[src/design/mwo_pkg.sv]
// Shared types, constants and the sine table generator for the
// multi-waveform oscillator. No dependencies.
`default_nettype none

package mwo_pkg;

    localparam int FREQ_W      = 32;
    localparam int RATE_W      = 18;
    localparam int SHAPE_W     = 3;
    localparam int SAMPLE_W    = 16;
    localparam int COUNT_W     = 32;
    // Width of the divider words: the output rate shifted left by 16 needs 34 bits.
    localparam int DIV_W       = RATE_W + 16;
    localparam int DIV_STEP_W  = $clog2(DIV_W + 1);
    localparam int CFG_INDEX_W = 4;

    localparam int SINE_TABLE_BITS_DEF = 8;
    localparam int PHASE_BITS_DEF      = 16;

    localparam logic [FREQ_W-1:0] MIN_FREQ_RAW = 32'd656;
    localparam logic [RATE_W-1:0] RATE_RESET   = 18'd44100;

    localparam longint HALF_PI_Q30 = 64'sd1686629713;

    typedef enum logic [SHAPE_W-1:0] {
        WAVE_SINE     = 3'd0,
        WAVE_SQUARE   = 3'd1,
        WAVE_TRIANGLE = 3'd2,
        WAVE_SAW      = 3'd3,
        WAVE_RSAW     = 3'd4
    } wave_t;

    localparam logic [CFG_INDEX_W-1:0] CFG_SAMPLE_RATE = 4'd0;
    localparam logic [CFG_INDEX_W-1:0] CFG_WAVE_SHAPE  = 4'd1;

    typedef struct packed {
        logic                  start;
        logic [DIV_STEP_W-1:0] steps;
    } div_cmd_t;

    // Quarter-wave sine entry in Q1.15, built from a Taylor series in Q2.30
    // with every product truncated. Evaluated at elaboration only.
    function automatic logic [SAMPLE_W-1:0] sine_q15(input int idx, input int table_bits);
        longint x;
        longint x2;
        longint term;
        longint sum;
        longint prod;
        longint v;
        x    = (HALF_PI_Q30 * longint'(idx)) >>> (table_bits - 2);
        x2   = (x * x) >>> 30;
        term = x;
        sum  = x;
        for (int k = 1; k <= 7; k++) begin
            prod = (term * x2) >>> 30;
            unique case (k)
                1: term = prod / 6;
                2: term = prod / 20;
                3: term = prod / 42;
                4: term = prod / 72;
                5: term = prod / 110;
                6: term = prod / 156;
                default: term = prod / 210;
            endcase
            if ((k & 1) != 0) begin
                sum = sum - term;
            end else begin
                sum = sum + term;
            end
        end
        if (sum < 0) begin
            sum = 0;
        end
        v = (sum * 32767 + (longint'(1) <<< 29)) >>> 30;
        if (v > 32767) begin
            v = 32767;
        end
        return v[SAMPLE_W-1:0];
    endfunction

endpackage

`default_nettype wire

[src/design/mwo_divider.sv]
// Shared restoring divider, one quotient bit per clock.
// Depends on mwo_pkg for the word widths and the command struct.
`default_nettype none

module mwo_divider
    import mwo_pkg::*;
(
    input  wire logic             aclk,
    input  wire logic             aresetn,
    input  wire div_cmd_t         cmd,
    input  wire logic [DIV_W-1:0] rem_init,
    input  wire logic [DIV_W-1:0] dividend,
    input  wire logic [DIV_W-1:0] divisor,
    output logic                  done,
    output logic      [DIV_W-1:0] quotient,
    output logic      [DIV_W-1:0] remainder
);

    logic [DIV_W-1:0]      rem_reg;
    logic [DIV_W-1:0]      dvd_reg;
    logic [DIV_W-1:0]      dsr_reg;
    logic [DIV_W-1:0]      quo_reg;
    logic [DIV_STEP_W-1:0] cnt_reg;
    logic                  busy_reg;
    logic                  done_reg;

    logic [DIV_W:0]   partial;
    logic [DIV_W+1:0] diff;
    logic             fits;

    // The remainder stays below the divisor, so the shifted partial fits
    // in one more bit and one subtraction decides each quotient bit.
    assign partial = {rem_reg, dvd_reg[DIV_W-1]};
    assign diff    = {1'b0, partial} - {2'b00, dsr_reg};
    assign fits    = ~diff[DIV_W+1];

    always_ff @(posedge aclk) begin
        if (!aresetn) begin
            busy_reg <= 1'b0;
            done_reg <= 1'b0;
        end else begin
            done_reg <= 1'b0;
            if (cmd.start) begin
                rem_reg  <= rem_init;
                dvd_reg  <= dividend;
                dsr_reg  <= divisor;
                quo_reg  <= '0;
                cnt_reg  <= cmd.steps;
                busy_reg <= 1'b1;
            end else if (busy_reg) begin
                rem_reg <= fits ? diff[DIV_W-1:0] : partial[DIV_W-1:0];
                dvd_reg <= {dvd_reg[DIV_W-2:0], 1'b0};
                quo_reg <= {quo_reg[DIV_W-2:0], fits};
                cnt_reg <= cnt_reg - DIV_STEP_W'(1);
                if (cnt_reg == DIV_STEP_W'(1)) begin
                    busy_reg <= 1'b0;
                    done_reg <= 1'b1;
                end
            end
        end
    end

    assign done      = done_reg;
    assign quotient  = quo_reg;
    assign remainder = rem_reg;

endmodule

`default_nettype wire

[src/design/mwo_shaper.sv]
// Maps phase, counter and period to one Q1.15 sample of the chosen wave.
// Depends on mwo_pkg for widths, wave codes and the sine table function.
`default_nettype none

module mwo_shaper
    import mwo_pkg::*;
#(
    parameter int SINE_TABLE_BITS = SINE_TABLE_BITS_DEF,
    parameter int PHASE_BITS      = PHASE_BITS_DEF
) (
    input  wire logic [SHAPE_W-1:0]    wave_shape,
    input  wire logic [PHASE_BITS-1:0] phase,
    input  wire logic [DIV_W-1:0]      pos_in_period,
    input  wire logic [DIV_W-1:0]      period,
    output logic      [SAMPLE_W-1:0]   sample
);

    localparam int QUARTER_LEN = 1 << (SINE_TABLE_BITS - 2);
    localparam int TAB_IDX_W   = SINE_TABLE_BITS - 1;

    logic [SAMPLE_W-1:0] quarter_tab [0:QUARTER_LEN];

    for (genvar g = 0; g <= QUARTER_LEN; g++) begin : g_tab
        assign quarter_tab[g] = sine_q15(g, SINE_TABLE_BITS);
    end

    logic [SINE_TABLE_BITS-1:0] sine_idx;

    if (PHASE_BITS >= SINE_TABLE_BITS) begin : g_idx_trunc
        assign sine_idx = phase[PHASE_BITS-1 -: SINE_TABLE_BITS];
    end else begin : g_idx_widen
        assign sine_idx = {phase, {(SINE_TABLE_BITS - PHASE_BITS){1'b0}}};
    end

    logic [1:0]                 quad;
    logic [SINE_TABLE_BITS-3:0] qpos;
    logic [TAB_IDX_W-1:0]       tab_idx;
    logic [SAMPLE_W-1:0]        tab_val;

    assign quad    = sine_idx[SINE_TABLE_BITS-1 -: 2];
    assign qpos    = sine_idx[SINE_TABLE_BITS-3:0];
    assign tab_idx = quad[0] ? (TAB_IDX_W'(QUARTER_LEN) - {1'b0, qpos}) : {1'b0, qpos};
    assign tab_val = quarter_tab[tab_idx];

    // Triangle folds twice the phase around one half period.
    logic [PHASE_BITS:0]    twice_ph;
    logic [PHASE_BITS:0]    half_unit;
    logic [PHASE_BITS:0]    fold;
    logic [PHASE_BITS+16:0] fold_sh;
    logic [PHASE_BITS+15:0] ph_sh;
    logic [15:0]            ramp;

    assign twice_ph  = {phase, 1'b0};
    assign half_unit = (PHASE_BITS + 1)'(1) << PHASE_BITS;
    assign fold      = (twice_ph >= half_unit) ? (twice_ph - half_unit) : (half_unit - twice_ph);
    assign fold_sh   = {fold, 16'b0} >> PHASE_BITS;
    assign ph_sh     = {phase, 16'b0} >> PHASE_BITS;
    assign ramp      = ph_sh[15:0];

    logic signed [17:0] val;

    always_comb begin
        val = '0;
        unique case (wave_shape)
            WAVE_SINE: begin
                val = quad[1] ? -$signed({2'b00, tab_val}) : $signed({2'b00, tab_val});
            end
            WAVE_SQUARE: begin
                val = (pos_in_period < (period >> 1)) ? 18'sd32767 : -18'sd32768;
            end
            WAVE_TRIANGLE: begin
                val = $signed({1'b0, fold_sh[16:0]}) - 18'sd32768;
            end
            WAVE_SAW: begin
                val = $signed({2'b00, ramp}) - 18'sd32768;
            end
            WAVE_RSAW: begin
                val = 18'sd32768 - $signed({2'b00, ramp});
            end
            default: begin
                val = '0;
            end
        endcase
    end

    always_comb begin
        if (val > 18'sd32767) begin
            sample = 16'h7FFF;
        end else if (val < -18'sd32768) begin
            sample = 16'h8000;
        end else begin
            sample = val[SAMPLE_W-1:0];
        end
    end

endmodule

`default_nettype wire

[src/design/multi_waveform_oscillator_top.sv]
// Top level of the multi-waveform oscillator: sequencer, registers, ports.
// Depends on mwo_pkg, mwo_divider and mwo_shaper.
`default_nettype none

// One input word is one sample tick carrying the tone frequency in unsigned
// Q16.16 hertz; one output word is the signed Q1.15 sample of the selected
// wave. All divisions run on a single shared restoring divider that yields
// one quotient bit per cycle, in turn for the period, the position within
// the period and the phase, with sequencing states between them.
// Frequencies below 0.01 Hz skip the divisions and a zero period skips the
// position and phase; both give a zero sample. The input is not ready while a
// sample is being computed; a finished sample waits in the output register,
// and the next word is taken meanwhile. Configuration writes are taken at any
// time, but must be issued only while no sample is in flight.
module multi_waveform_oscillator_top
    import mwo_pkg::*;
#(
    parameter int SINE_TABLE_BITS = SINE_TABLE_BITS_DEF,
    parameter int PHASE_BITS      = PHASE_BITS_DEF
) (
    input  wire logic                   aclk,
    input  wire logic                   aresetn,
    input  wire logic                   s_tvalid,
    output logic                        s_tready,
    input  wire logic [FREQ_W-1:0]      s_tdata,   // [31:0] tone_freq
    output logic                        m_tvalid,
    input  wire logic                   m_tready,
    output logic      [SAMPLE_W-1:0]    m_tdata,   // [15:0] sample_out
    input  wire logic                   cfg_valid,
    output logic                        cfg_ready,
    input  wire logic [CFG_INDEX_W-1:0] cfg_index,
    input  wire logic [RATE_W-1:0]      cfg_data
);

    typedef enum logic [2:0] {
        S_IDLE,
        S_PERIOD,
        S_MOD,
        S_PHASE,
        S_FINISH
    } state_t;

    state_t                  state_reg;
    logic [RATE_W-1:0]       rate_hz_reg;
    logic [SHAPE_W-1:0]      wave_shape_reg;
    logic [COUNT_W-1:0]      count_reg;
    logic [DIV_W-1:0]        period_reg;
    logic [DIV_W-1:0]        pos_reg;
    logic [PHASE_BITS-1:0]   phase_reg;
    logic                    zero_reg;
    logic                    m_tvalid_reg;
    logic [SAMPLE_W-1:0]     m_tdata_reg;

    div_cmd_t                div_cmd;
    logic [DIV_W-1:0]        div_rem_init;
    logic [DIV_W-1:0]        div_dividend;
    logic [DIV_W-1:0]        div_divisor;
    logic                    div_done;
    logic [DIV_W-1:0]        div_quo;
    logic [DIV_W-1:0]        div_rem;

    logic                    s_accept;
    logic                    slow_tone;
    logic                    out_free;
    logic                    finish_fire;
    logic [DIV_W-1:0]        pos_plus;
    logic [COUNT_W-1:0]      count_next;
    logic [SAMPLE_W-1:0]     shaped;

    assign s_tready    = (state_reg == S_IDLE);
    assign s_accept    = s_tvalid && s_tready;
    assign slow_tone   = (s_tdata < MIN_FREQ_RAW);
    assign out_free    = !m_tvalid_reg || m_tready;
    assign finish_fire = (state_reg == S_FINISH) && out_free;
    assign cfg_ready   = 1'b1;

    // The position is below the period, so the wrap needs a single compare.
    assign pos_plus   = pos_reg + DIV_W'(1);
    assign count_next = (pos_plus == period_reg) ? '0 : pos_plus[COUNT_W-1:0];

    always_comb begin
        div_cmd      = '0;
        div_rem_init = '0;
        div_dividend = '0;
        div_divisor  = '0;
        unique case (state_reg)
            S_IDLE: begin
                if (s_accept && !slow_tone) begin
                    div_cmd.start = 1'b1;
                    div_cmd.steps = DIV_STEP_W'(DIV_W);
                    div_dividend  = {rate_hz_reg, 16'b0};
                    div_divisor   = DIV_W'(s_tdata);
                end
            end
            S_PERIOD: begin
                if (div_done && (div_quo != '0)) begin
                    div_cmd.start = 1'b1;
                    div_cmd.steps = DIV_STEP_W'(COUNT_W);
                    div_dividend  = {count_reg, {(DIV_W - COUNT_W){1'b0}}};
                    div_divisor   = div_quo;
                end
            end
            S_MOD: begin
                if (div_done) begin
                    div_cmd.start = 1'b1;
                    div_cmd.steps = DIV_STEP_W'(PHASE_BITS);
                    div_rem_init  = div_rem;
                    div_divisor   = period_reg;
                end
            end
            S_PHASE, S_FINISH: begin
                div_cmd = '0;
            end
            default: begin
                div_cmd = '0;
            end
        endcase
    end

    mwo_divider u_divider (
        .aclk      (aclk),
        .aresetn   (aresetn),
        .cmd       (div_cmd),
        .rem_init  (div_rem_init),
        .dividend  (div_dividend),
        .divisor   (div_divisor),
        .done      (div_done),
        .quotient  (div_quo),
        .remainder (div_rem)
    );

    mwo_shaper #(
        .SINE_TABLE_BITS (SINE_TABLE_BITS),
        .PHASE_BITS      (PHASE_BITS)
    ) u_shaper (
        .wave_shape    (wave_shape_reg),
        .phase         (phase_reg),
        .pos_in_period (pos_reg),
        .period        (period_reg),
        .sample        (shaped)
    );

    always_ff @(posedge aclk) begin
        if (!aresetn) begin
            state_reg      <= S_IDLE;
            rate_hz_reg    <= RATE_RESET;
            wave_shape_reg <= WAVE_SINE;
            count_reg      <= '0;
            zero_reg       <= 1'b0;
            m_tvalid_reg   <= 1'b0;
        end else begin
            if (cfg_valid) begin
                if (cfg_index == CFG_SAMPLE_RATE) begin
                    rate_hz_reg <= cfg_data;
                end else if (cfg_index == CFG_WAVE_SHAPE) begin
                    wave_shape_reg <= cfg_data[SHAPE_W-1:0];
                end
            end

            if (finish_fire) begin
                m_tvalid_reg <= 1'b1;
            end else if (m_tready) begin
                m_tvalid_reg <= 1'b0;
            end

            unique case (state_reg)
                S_IDLE: begin
                    if (s_accept) begin
                        zero_reg  <= slow_tone;
                        state_reg <= slow_tone ? S_FINISH : S_PERIOD;
                    end
                end
                S_PERIOD: begin
                    if (div_done) begin
                        period_reg <= div_quo;
                        if (div_quo == '0) begin
                            count_reg <= '0;
                            zero_reg  <= 1'b1;
                            state_reg <= S_FINISH;
                        end else begin
                            state_reg <= S_MOD;
                        end
                    end
                end
                S_MOD: begin
                    if (div_done) begin
                        pos_reg   <= div_rem;
                        state_reg <= S_PHASE;
                    end
                end
                S_PHASE: begin
                    if (div_done) begin
                        phase_reg <= div_quo[PHASE_BITS-1:0];
                        state_reg <= S_FINISH;
                    end
                end
                S_FINISH: begin
                    if (out_free) begin
                        m_tdata_reg <= zero_reg ? '0 : shaped;
                        if (!zero_reg) begin
                            count_reg <= count_next;
                        end
                        state_reg <= S_IDLE;
                    end
                end
                default: begin
                    state_reg <= S_IDLE;
                end
            endcase
        end
    end

    assign m_tvalid = m_tvalid_reg;
    assign m_tdata  = m_tdata_reg;

endmodule

`default_nettype wire

[config.mk]
export PLATFORM = sky130hd
export DESIGN_NAME = multi_waveform_oscillator_top
export DESIGN_NICKNAME = d
export VERILOG_FILES = /design/src/design/mwo_pkg.sv /design/src/design/mwo_divider.sv /design/src/design/mwo_shaper.sv /design/src/design/multi_waveform_oscillator_top.sv
export SDC_FILE = /design/constraint.sdc
export NUM_CORES = 1
export LEC_CHECK = 0
export ABC_CLOCK_PERIOD_IN_PS = 8800
export BUFFER_PORTS_ARGS = -buffer_cell sky130_fd_sc_hd__buf_2
export CORE_MARGIN = 3
export CORE_UTILIZATION = 35
export DETAILED_ROUTE_END_ITERATION = 6
export GPL_ROUTABILITY_DRIVEN = 0
export MAX_ROUTING_LAYER = met4
export PLACE_DENSITY_LB_ADDON = 0.3
export SLEW_MARGIN = 0
export SYNTH_ARGS = -nofsm -noshare
export SYNTH_HDL_FRONTEND = slang
export SYNTH_SLANG_ARGS = --single-unit
[constraint.sdc]
create_clock -name aclk -period 8.8 [get_ports aclk]
set_input_delay 1.76 -clock aclk [delete_from_list [all_inputs] [get_ports aclk]]
set_output_delay 1.76 -clock aclk [all_outputs]
set_load 0.02 [all_outputs]
==> key figures <==
Placed design
  • Port buffer count: 76
  • DP HPWL: 37.4 mm
  • Placed Area: 19,500 um2

Drt
  • DRC: 7
  • Vias: 14,992
  • 1st-iter DRT viols: 1,877
  • Drt total wl: 52.6 mm
  • WL per Instance: 20.1 um
  • Via-to-Cell Ratio: 5.73
  • DRT antenna net count: 0
  • 1st-pass router iterations: 7

Critical path
  • Crit-path cells: clkinv_1 > ha_1 > nor2b_1 > xnor2_2 > buf_4 > inv_2 > ha_1 > inv_1 > a2111o_1 > o31ai_1 > a32oi_1 > o32ai_2 > ha_1 > nand4_1 > o31ai_1 > nand3_1 > nand3_1 > o21ai_0
  • Worst path slowest cell: edfxtp_1
  • Crit path max fanout: 35
  • Setup slack, reg-to-reg: 1990 ps
  • Crit end category: register
  • CP Launch Type: register
  • Reg2reg start: phase_reg[8]
  • Critical path arrival: 7040 ps
  • R2R depth: 18
  • R2R Path End: m_tdata[14]
  • WP depth: 18
  • Cell family with most CP delay: simple AND/OR/NAND/NOR gates
  • CP max stage delay: 870 ps
  • Worst path buffer plus inverter count: 4
  • Worst setup path category: register to register
  • CP required: 9030 ps
  • CP most frequent cell: ha_1

Finish
  • Nets: 2,061
  • Diode count: 0
  • Layout area overhead: 11.7%
  • Share of cells above drive strength 1: 0.103
  • Post-route cell area: 20,600 um2
  • Final Util: 0.399

Worst hold path
  • Hold wc startpoint: count_reg[1]
  • Worst min-delay path category: register to register
  • Hold EP: count_reg[1]
  • Hold path depth: 2

Logic synthesis
  • Most common cell in the synthesized netlist: edfxtp_1
  • Synth Area in Simple Gates: 0.162
  • Post-Synthesis Cells: 1,880
  • Async set or reset register ratio after synthesis: 0
  • Complex-gate fraction of the synthesized area: 0.183
  • Fraction of synthesized cell area in xor and xnor cells: 0.0621
  • Main synth FF type: edfxtp_1
  • YS warnings: 0
  • Syn_area_per_cell: 9.82 um2
  • Post-Syn Area: 18,500 um2
  • Yosys top cell by area: edfxtp_1
  • Synth top area cells: edfxtp_1 39%, dfxtp_1 6.5%, ha_1 5.9%
  • Register area share after synthesis: 0.456
  • Synthesized net count: 2,027
  • EDFF count, synth: 240
  • Yosys top cell area share: 0.390
  • Post-synthesis mux area share: 0.0223
  • Yosys reg bits: 300
  • Adder-cell area share of the yosys netlist: 0.0601
  • Yosys cell types: 92
  • Post-synth top cells: 240 x edfxtp_1, 165 x nand2_1, 151 x inv_1
  • Main combinational cell family by area after synthesis: compound AO/OA/AOI/OAI gates

CTS
  • CTS Root Cell: clkbuf_16
  • Num CTS Buffers: 34
  • Quantity of gates resized following cts: 0
  • CTS Sinks: 300
  • CTS max path bufs: 3
  • Clock-pin slew on the worst setup and hold paths: 70 ps
  • H-tree lvl count: 2
  • Post-CTS setup buffers: 0
  • Post-CTS Hold Buffers: 0
  • Worst skew pair latency: 530 ps
  • CTS tree: yes

Power
  • Clock network fraction of total power: 0.407
  • Pint: 2.65 mW
  • Max IR drop VDD: 130 uV
  • Register share of total power: 0.473
  • Combinational power share: 0.121
  • PwrDens: 171 nW/um2
  • NetSw: 0.884 mW
  • Leakage: 7.89 nW
  • Net switching fraction of the power: 0.250
  • Power, Total: 3.54 mW

Floorplan
  • I/O pins: 78
  • Rows: 83
  • Die Height: 236 um
  • Die area: 55,500 um2
  • Core Box Area: 51,700 um2
  • Die Width: 236 um
  • Effective utilization at floorplan: 0.357

GRT
  • First-pass GRT wire length: 82.0 mm
  • Grt total ovfl: 0
  • Initial antenna violation count: 1
  • Vias in the first global route: 14,218
  • Pin count of the biggest net entering global routing: 65
  • Tot GR Track Use: 0.188

Outcome
  • Status: finished, violations left
  • Failing checks: design-rule violations

Timing
  • Final Hold Viols: 0
  • Slew Limit Fails: 0
  • Slew Limit Headroom: 0.243
  • RSZ-0062 raised after global routing: no
  • Final setup violation count: 0
  • Min cycle time layout: 6810 ps
  • Final period util: 0.773
  • Min Hold Slack: 454 ps
  • Total negative slack: 0 ps
  • Worst-Margin Slew: 1140 ps
  • Worst clock skew: 31.7 ps
  • Fmax: 147 MHz

Flow run
  • Max-Cap Viols: 0
==> cells in the final DEF, fill, tap and decap left out, drive strengths merged, types with 42 or more instances in the layout <==
cell and n:
a222oi 51, clkbuf 46, dfxtp 60, nand2 165
ha 87, inv 155, nor3 42, nand3 58
a21oi 80, buf 102, o21ai 109, nor2 113
xnor2 90, edfxtp 240
==> through the flow <==
stage | instances | setup WS (ps)
5_1_grt | 2617 | 1580
3_3_place_gp | 2558 | 2550
6_report | 2617 | 1990
3_5_place_dp | 2558 | 2270
4_1_cts | 2617 | 2220
2_1_floorplan | 1880 | 3660
==> worst reg2reg max path: cells and delay by family (launching register included) <==
kind                       cells  cell delay (ps)
AOI/OAI and AO/OA              6             1410
xor gates and xnor gates       1              100
adders and majority gates      3             1210
buffers and inverters          4             1400
DFF                            1              870
and+or+nand+nor                4             1530
==> logic make-up after synthesis <==
| family | count (synthesis) |
|---|---|
| AOI/OAI and AO/OA | 468 |
| xor gates and xnor gates | 130 |
| adders and majority gates | 88 |
| buffers and inverters | 260 |
| DFF | 300 |
| muxes | 41 |
| other | 1 |
| and+or+nand+nor | 592 |
==> how the worst max path moves through the flow <==
stage / startpoint / endpoint / slack [ps]
3_5_place_dp: phase_reg[8] / m_tdata[14] / 2270
2_1_floorplan: aresetn / pos_reg[0] / 3660
5_1_grt: phase_reg[8] / m_tdata[14] / 1580
6_report: phase_reg[8] / m_tdata[14] / 1990
4_1_cts: phase_reg[8] / m_tdata[14] / 2220
3_3_place_gp: phase_reg[8] / m_tdata[1] / 2550
==> metal layers <==
layer,up-vias,routed length [um],global-route usage
met3,100,3960,0.0305
met1,7193,24100,0.264
li1,7041,-,-
met4,0,1430,0.0544
met2,658,23000,0.281
met5,-,0,-
==> power by group through the flow <==
stage                     registers [mW]  clock network, mW  logic [mW]
final                               1.67               1.44       0.427
after global routing                1.68               1.52       0.475
after CTS                           1.67               1.47       0.425
after detailed placement            1.70                  0       0.424
after global placement              1.70                  0       0.413
after floorplan                     1.68                  0       0.318
==> cell type report <==
cell class              instances  area, um2
well taps                     680        851
clock inverters                13        199
fillers                      5064      31100
clock buffers                  46        917
repair buffers                102        576
flip-flops and latches        300       8410
inverters                     156        586
multi-input cells            1320       9090
Power figures use the tool's default switching activity.
